[config.mk]
export PLATFORM = sky130hd
export DESIGN_NAME = spike_limited_moving_average_unit
export DESIGN_NICKNAME = d
export VERILOG_FILES = /design/src/rtl/core/slma_pkg.sv /design/src/rtl/core/slma_front.sv /design/src/rtl/core/slma_back.sv /design/src/rtl/core/spike_limited_moving_average_unit.sv
export SDC_FILE = /design/constraint.sdc
export NUM_CORES = 2
export LEC_CHECK = 0
export BUFFER_PORTS_ARGS = -buffer_cell sky130_fd_sc_hd__buf_4
export CAP_MARGIN = 20
export CORE_MARGIN = 2
export CORE_UTILIZATION = 40
export DETAILED_ROUTE_END_ITERATION = 12
export SETUP_SLACK_MARGIN = 0.15
export SYNTH_ARGS = -nofsm -noshare
export SYNTH_HDL_FRONTEND = slang
export SYNTH_HIERARCHICAL = 1
export SYNTH_SLANG_ARGS = --single-unit
[constraint.sdc]
create_clock -name clk_i -period 8.1 [get_ports clk_i]
set_input_delay 1.62 -clock clk_i [delete_from_list [all_inputs] [get_ports clk_i]]
set_output_delay 1.62 -clock clk_i [all_outputs]
set_load 0.05 [all_outputs]
[src/rtl/core/slma_pkg.sv]
// package for the spike limited moving average unit
// request types, queue sizing and constants shared by front, back and top
package slma_pkg;

  localparam int unsigned ChW        = 3;
  localparam int unsigned SmpW       = 16;
  localparam int unsigned QueueDepth = 4;
  localparam int unsigned QPtrW      = 2;
  localparam int unsigned QCntW      = 3;

  localparam logic signed [SmpW-1:0] SatMax = 16'sd32767;

  typedef struct packed {
    logic [ChW-1:0]         channel;
    logic signed [SmpW-1:0] sample;
  } in_t;

  typedef struct packed {
    logic [ChW-1:0]         out_channel;
    logic signed [SmpW-1:0] filtered;
    logic                   limited;
    logic                   window_full;
  } out_t;

  typedef struct packed {
    logic                   in_range;
    logic [ChW-1:0]         channel;
    logic signed [SmpW-1:0] sample;
  } item_t;

  typedef struct packed {
    logic  valid;
    item_t item;
  } head_t;

endpackage

[src/rtl/core/slma_front.sv]
// front end: accepts requests, tags channel range, holds them in a short queue
// depends on slma_pkg
module slma_front #(
  parameter int unsigned CHANNELS = 6
) (
  input  logic           clk_i,
  input  logic           rst_ni,
  input  logic           in_valid_i,
  output logic           in_stall_o,
  input  slma_pkg::in_t  in_data_i,
  input  logic           pop_i,
  output slma_pkg::head_t head_o
);

  slma_pkg::item_t                 q_mem [slma_pkg::QueueDepth];
  logic [slma_pkg::QPtrW-1:0]      wr_q;
  logic [slma_pkg::QPtrW-1:0]      rd_q;
  logic [slma_pkg::QCntW-1:0]      cnt_q;
  logic                            push;
  slma_pkg::item_t                 cls;

  assign in_stall_o = (cnt_q == slma_pkg::QCntW'(slma_pkg::QueueDepth));
  assign push       = in_valid_i && !in_stall_o;

  always_comb begin
    cls.in_range = (32'(in_data_i.channel) < CHANNELS);
    cls.channel  = in_data_i.channel;
    cls.sample   = in_data_i.sample;
  end

  assign head_o.valid = (cnt_q != '0);
  assign head_o.item  = q_mem[rd_q];

  always_ff @(posedge clk_i) begin
    if (push) begin
      q_mem[wr_q] <= cls;
    end
  end

  always_ff @(posedge clk_i or negedge rst_ni) begin
    if (!rst_ni) begin
      wr_q  <= '0;
      rd_q  <= '0;
      cnt_q <= '0;
    end else begin
      if (push) begin
        wr_q <= wr_q + 1'b1;
      end
      if (pop_i) begin
        rd_q <= rd_q + 1'b1;
      end
      unique case ({push, pop_i})
        2'b10:   cnt_q <= cnt_q + 1'b1;
        2'b01:   cnt_q <= cnt_q - 1'b1;
        default: cnt_q <= cnt_q;
      endcase
    end
  end

endmodule

[src/rtl/core/slma_back.sv]
// back end: per-channel ring update, spike clamp, running sum and average
// depends on slma_pkg; holds the sample ring memory
module slma_back #(
  parameter int unsigned WINDOW_LEN = 8,
  parameter int unsigned CHANNELS   = 6
) (
  input  logic            clk_i,
  input  logic            rst_ni,
  input  slma_pkg::head_t head_i,
  output logic            pop_o,
  output logic            out_valid_o,
  input  logic            out_stall_i,
  output slma_pkg::out_t  out_data_o
);

  localparam int unsigned PosW    = $clog2(WINDOW_LEN);
  localparam int unsigned ChIdxW  = (CHANNELS > 1) ? $clog2(CHANNELS) : 1;
  localparam int unsigned Depth   = CHANNELS * WINDOW_LEN;
  localparam int unsigned AddrW   = $clog2(Depth);
  localparam int unsigned SumW    = slma_pkg::SmpW + PosW;
  localparam int unsigned RecipW  = SumW + 1;
  localparam int unsigned Shift   = SumW + PosW;
  localparam int unsigned ProdW   = SumW + RecipW;
  localparam int unsigned QW      = slma_pkg::SmpW + 1;
  localparam logic [63:0] RecipWide =
    ((64'd1 << Shift) + 64'(WINDOW_LEN) - 64'd1) / 64'(WINDOW_LEN);
  localparam logic [RecipW-1:0] Recip = RecipW'(RecipWide);

  localparam int unsigned SW = slma_pkg::SmpW;
  localparam int unsigned CW = slma_pkg::ChW;

  logic adv;

  // channel state
  logic [PosW-1:0]        pos_q    [CHANNELS];
  logic                   filled_q [CHANNELS];
  logic signed [SumW-1:0] sum_q    [CHANNELS];
  logic signed [SW-1:0]   ring_mem [Depth];

  // issue stage
  logic [ChIdxW-1:0] a_ch;
  logic [PosW-1:0]   a_pos;
  logic [AddrW-1:0]  a_addr;
  logic              a_go;

  // update stage
  logic                 b_valid_q;
  slma_pkg::item_t      b_item_q;
  logic                 b_full_q;
  logic [AddrW-1:0]     b_addr_q;
  logic signed [SW-1:0] rdata_q;
  logic [ChIdxW-1:0]    b_ch;
  logic signed [SW-1:0] b_old;
  logic [SW:0]          b_old_ext;
  logic [SW:0]          b_old_mag;
  logic [SW:0]          b_smp_ext;
  logic [SW:0]          b_smp_mag;
  logic [SW+1:0]        b_bound;
  logic                 b_lim;
  logic signed [SW-1:0] b_s_new;
  logic signed [SumW-1:0] b_sum;
  logic signed [SumW-1:0] b_new_sum;
  logic                 b_go;

  // multiply stage
  logic                   c_valid_q;
  logic [CW-1:0]          c_ch_q;
  logic                   c_in_range_q;
  logic                   c_full_q;
  logic                   c_lim_q;
  logic signed [SW-1:0]   c_echo_q;
  logic signed [SumW-1:0] c_sum_q;
  logic                   c_neg;
  logic [SumW-1:0]        c_mag;
  logic [ProdW-1:0]       c_prod;

  // scale stage
  logic                 d_valid_q;
  logic [CW-1:0]        d_ch_q;
  logic                 d_in_range_q;
  logic                 d_full_q;
  logic                 d_lim_q;
  logic signed [SW-1:0] d_echo_q;
  logic                 d_neg_q;
  logic [ProdW-1:0]     d_prod_q;
  logic [QW-1:0]        d_quo;
  logic [QW-1:0]        d_avg;
  slma_pkg::out_t       o_d;

  // output register
  logic           o_valid_q;
  slma_pkg::out_t o_q;

  assign adv   = !o_valid_q || !out_stall_i;
  assign pop_o = adv && head_i.valid;

  assign a_ch   = ChIdxW'(head_i.item.channel);
  assign a_go   = adv && head_i.valid && head_i.item.in_range;
  assign a_pos  = head_i.item.in_range ? pos_q[a_ch] : '0;
  assign a_addr = head_i.item.in_range ?
                  AddrW'(32'(a_ch) * WINDOW_LEN + 32'(a_pos)) : '0;

  always_ff @(posedge clk_i or negedge rst_ni) begin
    if (!rst_ni) begin
      for (int i = 0; i < CHANNELS; i++) begin
        pos_q[i]    <= '0;
        filled_q[i] <= 1'b0;
      end
    end else if (a_go) begin
      if (a_pos == PosW'(WINDOW_LEN - 1)) begin
        pos_q[a_ch]    <= '0;
        filled_q[a_ch] <= 1'b1;
      end else begin
        pos_q[a_ch] <= a_pos + 1'b1;
      end
    end
  end

  // ring memory: write in update stage, registered read in issue stage
  always_ff @(posedge clk_i) begin
    if (b_go) begin
      ring_mem[b_addr_q] <= b_s_new;
    end
    if (adv) begin
      rdata_q <= ring_mem[a_addr];
    end
  end

  always_ff @(posedge clk_i) begin
    if (adv) begin
      b_item_q <= head_i.item;
      b_full_q <= head_i.item.in_range && filled_q[a_ch];
      b_addr_q <= a_addr;
    end
  end

  // old entry reads as zero until the window has wrapped once
  assign b_ch      = ChIdxW'(b_item_q.channel);
  assign b_go      = adv && b_valid_q && b_item_q.in_range;
  assign b_old     = b_full_q ? rdata_q : '0;
  assign b_old_ext = {b_old[SW-1], b_old};
  assign b_old_mag = b_old[SW-1] ? ((SW+1)'(0) - b_old_ext) : b_old_ext;
  assign b_smp_ext = {b_item_q.sample[SW-1], b_item_q.sample};
  assign b_smp_mag = b_item_q.sample[SW-1] ? ((SW+1)'(0) - b_smp_ext) : b_smp_ext;
  assign b_bound   = {b_old_mag, 1'b0};
  assign b_lim     = b_full_q && ({1'b0, b_smp_mag} > b_bound);

  always_comb begin
    if (!b_lim) begin
      b_s_new = b_item_q.sample;
    end else if (b_bound > (SW+2)'(slma_pkg::SatMax)) begin
      b_s_new = slma_pkg::SatMax;
    end else begin
      b_s_new = SW'(b_bound);
    end
  end

  assign b_sum     = b_item_q.in_range ? sum_q[b_ch] : '0;
  assign b_new_sum = b_sum - {{(SumW-SW){b_old[SW-1]}}, b_old}
                           + {{(SumW-SW){b_s_new[SW-1]}}, b_s_new};

  always_ff @(posedge clk_i or negedge rst_ni) begin
    if (!rst_ni) begin
      for (int i = 0; i < CHANNELS; i++) begin
        sum_q[i] <= '0;
      end
    end else if (b_go) begin
      sum_q[b_ch] <= b_new_sum;
    end
  end

  always_ff @(posedge clk_i) begin
    if (adv) begin
      c_ch_q       <= b_item_q.channel;
      c_in_range_q <= b_item_q.in_range;
      c_full_q     <= b_full_q;
      c_lim_q      <= b_lim;
      c_echo_q     <= b_s_new;
      c_sum_q      <= b_new_sum;
    end
  end

  // truncating divide by the window length via reciprocal multiply
  assign c_neg  = c_sum_q[SumW-1];
  assign c_mag  = c_neg ? (SumW'(0) - c_sum_q) : c_sum_q;
  assign c_prod = ProdW'(c_mag) * ProdW'(Recip);

  always_ff @(posedge clk_i) begin
    if (adv) begin
      d_ch_q       <= c_ch_q;
      d_in_range_q <= c_in_range_q;
      d_full_q     <= c_full_q;
      d_lim_q      <= c_lim_q;
      d_echo_q     <= c_echo_q;
      d_neg_q      <= c_neg;
      d_prod_q     <= c_prod;
    end
  end

  assign d_quo = d_prod_q[Shift +: QW];
  assign d_avg = d_neg_q ? (QW'(0) - d_quo) : d_quo;

  always_comb begin
    o_d.out_channel = d_ch_q;
    o_d.limited     = d_in_range_q && d_lim_q;
    o_d.window_full = d_in_range_q && d_full_q;
    if (!d_in_range_q) begin
      o_d.filtered = '0;
    end else if (d_full_q) begin
      o_d.filtered = SW'(d_avg);
    end else begin
      o_d.filtered = d_echo_q;
    end
  end

  always_ff @(posedge clk_i) begin
    if (adv) begin
      o_q <= o_d;
    end
  end

  always_ff @(posedge clk_i or negedge rst_ni) begin
    if (!rst_ni) begin
      b_valid_q <= 1'b0;
      c_valid_q <= 1'b0;
      d_valid_q <= 1'b0;
      o_valid_q <= 1'b0;
    end else if (adv) begin
      b_valid_q <= head_i.valid;
      c_valid_q <= b_valid_q;
      d_valid_q <= c_valid_q;
      o_valid_q <= d_valid_q;
    end
  end

  assign out_valid_o = o_valid_q;
  assign out_data_o  = o_q;

  a_pop_enters: assert property (@(posedge clk_i) disable iff (!rst_ni)
    pop_o |=> b_valid_q)
    else $error("popped request missing from update stage");

  a_clamp_positive: assert property (@(posedge clk_i) disable iff (!rst_ni)
    b_valid_q && b_lim |-> !b_s_new[SW-1])
    else $error("clamped sample is negative");

  a_limit_needs_full: assert property (@(posedge clk_i) disable iff (!rst_ni)
    o_valid_q && o_q.limited |-> o_q.window_full)
    else $error("spike clamp reported outside a full window");

endmodule

[src/rtl/core/spike_limited_moving_average_unit.sv]
// top level of the spike limited moving average unit
// depends on slma_pkg, slma_front and slma_back
//
//   port group   dir   handshake                  payload
//   in_*         in    in_valid_i / in_stall_o    slma_pkg::in_t  (channel, sample)
//   out_*        out   out_valid_o / out_stall_i  slma_pkg::out_t (result fields)
//
// one request per cycle sustained while out_stall_i does not hold the back pipeline; after it
// leaves the queue each request passes the back pipeline (issue, ring update, multiply, scale)
// the rate is set by the per-channel ring read-modify-write: read in one stage,
// written with the running sum in the next
// reset clears queue, pipeline valids, write positions, fill flags and sums
// out_stall_i freezes the back pipeline; the four-entry queue keeps taking
// requests until it fills, then in_stall_o rises
module spike_limited_moving_average_unit #(
  parameter int unsigned WINDOW_LEN = 8,
  parameter int unsigned CHANNELS   = 6
) (
  input  logic           clk_i,
  input  logic           rst_ni,
  input  logic           in_valid_i,
  output logic           in_stall_o,
  input  slma_pkg::in_t  in_data_i,
  output logic           out_valid_o,
  input  logic           out_stall_i,
  output slma_pkg::out_t out_data_o
);

  slma_pkg::head_t head;
  logic            pop;

  slma_front #(
    .CHANNELS (CHANNELS)
  ) u_front (
    .clk_i      (clk_i),
    .rst_ni     (rst_ni),
    .in_valid_i (in_valid_i),
    .in_stall_o (in_stall_o),
    .in_data_i  (in_data_i),
    .pop_i      (pop),
    .head_o     (head)
  );

  slma_back #(
    .WINDOW_LEN (WINDOW_LEN),
    .CHANNELS   (CHANNELS)
  ) u_back (
    .clk_i       (clk_i),
    .rst_ni      (rst_ni),
    .head_i      (head),
    .pop_o       (pop),
    .out_valid_o (out_valid_o),
    .out_stall_i (out_stall_i),
    .out_data_o  (out_data_o)
  );

endmodule
# Yosys cells after proc, flatten, opt, wreduce, memory -nomap -nowiden
# Memory sizes are Yosys's and may differ from the RTL's. A register that Yosys moved wholly into a read port is not among the register bits.
# Cells that the tools add are included.
[classes] add_sub_neg=12 order_cmp=7 n_eq_ne=4 mux=34 bitwise_logic=5 n_reduce_logical=18
[ops] cell="$bwmux W114" count=1
[ops] cell="$mux W16" count=5
[ops] cell="$mux W19" count=4
[ops] cell="$bmux W19 S3" count=1
[ops] cell="$demux W19 S3" count=1
[ops] cell="$mux W18" count=2
[ops] cell="$mux W17" count=2
[ops] cell="$sub A1 B16 Y17 const A" count=2
[ops] cell="$add A19 B19 Y19" count=1
[ops] cell="$sub A1 B19 Y19 const A" count=1
[ops] cell="$sub A19 B19 Y19" count=1
[ops] cell="$and A18 B18 Y18" count=1
[ops] cell="$bwmux W18" count=1
[ops] cell="$gt A17 B18 Y1" count=1
[ops] cell="$gt A18 B15 Y1 const B" count=1
[ops] cell="$not A18 Y18" count=1
[ops] cell="$sub A1 B16 Y16 const A" count=1
[ops] cell="$mux W3" count=4
[ops] cell="$logic_and A1 B1 Y1" count=11
[ops] cell="$bmux W3 S3" count=1
[ops] cell="$demux W3 S3" count=1
[ops] cell="$ge A4 B4 Y1 const B" count=2
[ops] cell="$lt A4 B1 Y1 const B" count=2
[ops] cell="$not A3 Y4" count=2
[ops] cell="other kinds (19)" count=30
[word_totals] register_bits=280 mem_bits_rw=848 output_inout_bits=23 wordCells=130 n_memories=2
[memory_table] name="u_back.ring_mem" depth=48 word_bits=16 read_ports=1 rd_clocked_by_memory_dff=1 wr=1 line_no="slma_back.sv:38" rtl="logic signed [SW-1:0] ring_mem [Depth];"
[memory_table] name="u_front.q_mem" depth=4 word_bits=20 read_ports=1 rd_clocked_by_memory_dff=0 wr=1 line_no="slma_front.sv:15" rtl="slma_pkg::item_t q_mem [slma_pkg::QueueDepth];"

# Logic depth before layout (Yosys ltp)
# An unclocked memory read counts as a cell.
[depth] depth_word=9 mapped_depth=30

# Modules after synthesis
# The synthesis kept the hierarchy.
[modules_own_cells] mod="slma_back" n_inst=1 cells_per_inst=3354 area_per_inst_um2=43999.7
[modules_own_cells] mod="slma_front" n_inst=1 cells_per_inst=141 area_per_inst_um2=3314.4

# Worst setup path before layout
# OpenSTA, ideal clock, no wires.
[synth_path] path_kind="register to register" start="reg u_back.b_full_q" end="reg u_back/sum_q[111] (netlist bit)" arrival_time_ns=7.696 path_slack_ns=0.280 path_stages_with_launch=27 n_path_buf=5 path_cell_list="edfxtp_1 clkbuf_1 clkbuf_1 clkbuf_1 nand2_1 ha_1 a31oi_1 mux2_2 ha_1 nand4_1 or4_1 nor2_1 a21oi_1 and3_1 clkbuf_1 clkbuf_1 a31oi_1 fa_1 ha_1 nor2b_1 o2111ai_1 and3_1 o21ai_0 a21o_1 mux2i_1 nand4_1 mux2_2"
[synth_between] elab_chain_len=8 word_cells_on_any_way=11
[synth_rtl] element="start: declaration" line_no="slma_back.sv:49" rtl="logic b_full_q;"
[synth_rtl] element="start signal: assignment" line_no="slma_back.sv:132" rtl="b_full_q <= head_i.item.in_range && filled_q[a_ch];"
[synth_rtl] element="$mux W16" line_no="slma_back.sv:140" rtl="assign b_old = b_full_q ? rdata_q : '0;"
[synth_rtl] element="$sub A1 B16 Y17" line_no="slma_back.sv:142" rtl="assign b_old_mag = b_old[SW-1] ? ((SW+1)'(0) - b_old_ext) : b_old_ext;"
[synth_rtl] element="$mux W17" line_no="slma_back.sv:142"
[synth_rtl] element="$gt A17 B18 Y1" line_no="slma_back.sv:146" rtl="assign b_lim = b_full_q && ({1'b0, b_smp_mag} > b_bound);"
[synth_rtl] element="$logic_and A1 B1 Y1 *" line_no="slma_back.sv:146"
[synth_rtl] element="named net u_back.b_lim" line_no="slma_back.sv:59" rtl="logic b_lim;"
[synth_rtl] element="$mux W16 *" line_no="slma_back.sv:149" rtl="if (!b_lim) begin"
[synth_rtl] element="named net u_back.b_s_new[2]" line_no="slma_back.sv:60" rtl="logic signed [SW-1:0] b_s_new;"
[synth_rtl] element="$add A19 B19 Y19 *" line_no="slma_back.sv:160" rtl="+ {{(SumW-SW){b_s_new[SW-1]}}, b_s_new};"
[synth_rtl] element="named net u_back.b_new_sum[16]" line_no="slma_back.sv:62" rtl="logic signed [SumW-1:0] b_new_sum;"
[synth_rtl] element="$bwmux W114 *" line_no="slma_back.sv:168" rtl="sum_q[b_ch] <= b_new_sum;"
[synth_rtl] element="end signal: indexed assignment" line_no="slma_back.sv:168"
[synth_rtl] element="end: declaration" line_no="slma_back.sv:37" rtl="logic signed [SumW-1:0] sum_q [CHANNELS];"
# Mark *: on every way through the listed nets, which the timed path passes. The rest lies on a longest branch.
# A chain may end at the register's enable or synchronous reset.

# Worst setup path in the final report
[layout_path] start="reg u_back/b_item_q[2] (netlist bit)" end="reg u_back/sum_q[53] (netlist bit)"
[layout_between] elab_chain_len=7
[layout_rtl] element="start: declaration" line_no="slma_back.sv:48" rtl="slma_pkg::item_t b_item_q;"
[layout_rtl] element="start signal: assignment" line_no="slma_back.sv:131" rtl="b_item_q <= head_i.item;"
[layout_rtl] element="$sub A1 B16 Y17" line_no="slma_back.sv:144" rtl="assign b_smp_mag = b_item_q.sample[SW-1] ? ((SW+1)'(0) - b_smp_ext) : b_smp_ext;"
[layout_rtl] element="$mux W17 *" line_no="slma_back.sv:144"
[layout_rtl] element="$gt A17 B18 Y1 *" line_no="slma_back.sv:146"
[layout_rtl] element="$logic_and A1 B1 Y1 *" line_no="slma_back.sv:146"
[layout_rtl] element="$mux W16 *" line_no="slma_back.sv:149"
[layout_rtl] element="named net u_back.b_s_new[3]" line_no="slma_back.sv:60"
[layout_rtl] element="$add A19 B19 Y19 *" line_no="slma_back.sv:160"
[layout_rtl] element="named net u_back.b_new_sum[15]" line_no="slma_back.sv:62"
[layout_rtl] element="$bwmux W114 *" line_no="slma_back.sv:168"
# Marked as above.

==> impl_metrics.yaml <==
outcome:
  outcome: "complete, no violations"
timing:
  maxClockFrequency_ghz: 0.143
  max_slew_margin: 0.223
  setup_tns_ps: 0
  finalWorstSetupSlack_ps: 1100
  worstMarginPinSlew_ps: 1170
  min_period_over_period: 0.864
  timing_max_transition_violations_final: 0
  final_period_minus_worst_setup_slack_ps: 7000
  final-setup-viol-count: 0
  finClkSkew_ps: 44.1
  report.final.hold_viol_count: 0
  grt_setup_unrepaired: "no"
yosys:
  yosys_register_bits: 1141
  mappedNetlistArea_um2: 47300
  syn-num-nets: 3583
  synth_edf_count: 992
  synth_simple_gate_area_share: 0.117
  synth-compound-area-share: 0.0883
  synth_top_cells_by_area: "edfxtp_1 (63%), dfrtp_1 (7.9%), nand2_1 (5.8%)"
  yosys.area_share.adder: 0.0202
  per_instance_average_area_after_synthesis_um2: 13.5
  ys_dominant_reg_cell: "edfxtp_1"
  synth-xor-area-share: 0.0135
  ys_warn_count: 6
  ys_seq_area_frac: 0.708
  synth.mux.area_fraction: 0.0313
  ys_async_sr_fraction: 0.131
  synth_top_family_by_area: "simple AND/OR/NAND/NOR gates"
  post-synth-top-area-fraction: 0.630
  yosys.cell_types.count: 76
  yosys.area.top_type: "edfxtp_1"
  syn_inst: 3495
setup_path:
  rrSetupSlack_ps: 1100
  timing.critical_path.cells: "or3_1 -> or3_1 -> or3_1 -> o31ai_1 -> xnor2_1 -> ha_1 -> nand4_1 -> or4_1 -> nor2_1 -> a21oi_1 -> and3_1 -> buf_4 -> nor2_1 -> a31oi_4 -> fa_1 -> ha_1 -> a21o_1 -> a31oi_1 -> nand3_1 -> a41oi_1 -> o21ai_0 -> o311ai_1 -> mux2_2"
  timing.reg2reg.worst_path_depth: 23
  timing.critical_path.slowest_cell_delay_ps: 730
  reg2reg_to: "u_back/sum_q[53]"
  crit_path_top_delay_cell: "o311ai_1"
  critical_path.endpoint_type: "flip-flop"
  worstReg2RegStart: "u_back/b_item_q[2]"
  critical_path.endpoint: "u_back/sum_q[53]"
  crit_family: "simple AND/OR/NAND/NOR gates"
  worstSetupPathDepth: 23
  worstPathMaxFanout: 28
  cpMostUsedCell: "or3_1"
  critical_path_arrival_ps: 7630
  worstSetupStartpointType: "flip-flop"
  critPathKind: "flip-flop to flip-flop"
  worstPathBufferInverterCount: 1
  crit_path_start: "u_back/b_item_q[2]"
  crit_required_ps: 8740
routing:
  wl_um: 129000
  detailedRoute.firstPassIterationCount: 6
  routed_length_per_placed_instance_um: 24.9
  post_drt_via_cell_ratio: 5.75
  drtIter0Drc: 3150
  via_count: 29911
  detail_route.drc_violations: 0
  postRouteAntennaNets: 0
placed_design:
  detailedPlacementHpwl_um: 76500
  finalWeightedCongestion: 0.863
  io_buf_count: 45
  dp_worst_setup_slack_ps: 1210
cts:
  clockRootBuffer: "clkbuf_16"
  cts-hold-fix-buffers: 0
  cts_max_level: 3
  clkLatencyLatePin_ps: 720
  clock_sink_count: 1141
  post-cts-setup-buffers: 0
  worst_setup_hold_path_clk_slew_ps: 60
  cts_max_path_buffers: 3
  cts-resized-gates: 0
  cts_buffers: 113
  cts_tree: "yes"
floorplanning:
  core.rowCount: 126
  core-area_um2: 118000
  die_area_um2: 121000
  fp.dieW_um: 348
  start_util: 0.402
  pin_count: 46
  fp.dieH_um: 348
final_layout:
  mostFrequentLayoutCell: "edfxtp_1"
  layout-drive-gt1-share: 0.125
  layout.cells.most_common_list: "edfxtp_1 (992), nand2_1 (722), nand3_1 (222)"
  area_growth_pct: 13.6
  final_nets: 3653
worst_hold_path:
  hp-class: "flip-flop to flip-flop"
global_routing:
  grt_max_degree: 143
  grt_overflow: 0
  wire_length_of_the_first_global_routing_pass_um: 192000
  grt_antenna_before_repair: 3
  track_usage: 0.211
  first_global_vias: 28750
run:
  maxCapViolCount: 0
area by class of cell:
| class | count | area (um^2) |
|---|---|---|
| Antenna cell | 1 | 2.50 |
| Clock buffer | 138 | 2960 |
| Clock inverter | 78 | 816 |
| Fill cell | 10381 | 64000 |
| Inverter | 50 | 195 |
| Multi-Input combinational cell | 2096 | 13000 |
| Sequential cell | 1141 | 33500 |
| Tap cell | 1536 | 1920 |
| Timing Repair Buffer | 163 | 1280 |
worst reg2reg max path, delay by kind of cell (launching register included):
| kind | cells | cell delay (ps) |
|---|---|---|
| multiplexers | 1 | 290 |
| AO/OA/AOI/OAI | 8 | 2100 |
| flip-flops | 1 | 430 |
| buffers and inverters | 1 | 300 |
| AND/OR/NAND/NOR | 9 | 2630 |
| adder cells (fa/ha/maj) | 3 | 1110 |
| XOR/XNOR | 1 | 100 |
metrics by stage:
stage                     instances  hold WS, ps  cell area, um^2   util
after floorplan                3495          400            47300      -
after global placement         4985          401            49900  0.424
after detailed placement       4985          405            49900  0.424
after CTS                      5201          413            53700  0.456
after global routing           5202          427            53700  0.456
final                          5203          416            53700  0.456
Yosys cell counts (8+ instances only):
master / n
mux4_2: 18
o211a_1: 15
or3_1: 14
dfrtp_1: 149
inv_1: 48
a211oi_1: 29
and3_1: 43
o22ai_1: 19
and2_1: 24
a31oi_1: 93
edfxtp_1: 992
a21oi_1: 72
nand2b_1: 10
xor2_1: 29
o221ai_1: 8
mux2_2: 61
fa_1: 19
nor2b_1: 15
ha_1: 46
buf_2: 14
o31ai_1: 15
a221o_1: 13
nor3_1: 19
clkbuf_1: 158
or4_1: 14
o2111ai_1: 10
nand3_1: 223
buf_1: 34
nor2_1: 108
nand4_1: 30
nand2_1: 725
o41ai_1: 8
o21ai_0: 80
a22oi_1: 81
xnor2_1: 44
a221oi_1: 50
a311oi_1: 25
mux2i_1: 32
a21o_1: 13
per-layer routing:
layer | share of wire | track usage
met3 | 0.073 | 0.0326
met5 | 0.00010 | 0
met2 | 0.48 | 0.342
met1 | 0.42 | 0.294
met4 | 0.027 | 0.0645
kinds of logic after synthesis:
family | Yosys count
compound gates | 590
buf+inv | 258
xor+xnor | 73
mux | 114
other cells | 1
flops | 1141
fa+ha+maj | 65
simple gates | 1253
registers in the layout, summed over array words and instances (netlist names), 6 cells and up:
register	cells
u_back/ring_mem	768
u_back/sum_q	114
u_front/q_mem	80
u_back/out_data_o	21
u_back/c_sum_q	19
u_back/pos_q	18
u_back/b_item_q	17
u_back/c_echo_q	16
u_back/d_echo_q	16
u_back/d_prod_q	16
u_back/rdata_q	16
u_back/b_addr_q	6
u_back/filled_q	6
worst min path at each step:
| stage | from | to | cells past startpoint |
|---|---|---|---|
| 6_report | u_back/c_echo_q[11] | u_back/d_echo_q[11] | 0 |
| 3_3_place_gp | u_back/c_echo_q[12] | u_back/d_echo_q[12] | 0 |
| 3_5_place_dp | u_back/c_echo_q[11] | u_back/d_echo_q[11] | 0 |
| 2_1_floorplan | u_back/c_ch_q[0] | u_back/d_ch_q[0] | 0 |
| 4_1_cts | u_back/c_echo_q[11] | u_back/d_echo_q[11] | 0 |
| 5_1_grt | u_back/c_echo_q[13] | u_back/d_echo_q[13] | 0 |
Power is left out: the tool's default activity adds up to more than one toggle a clock period on the data nets, which glitch-free logic cannot reach.
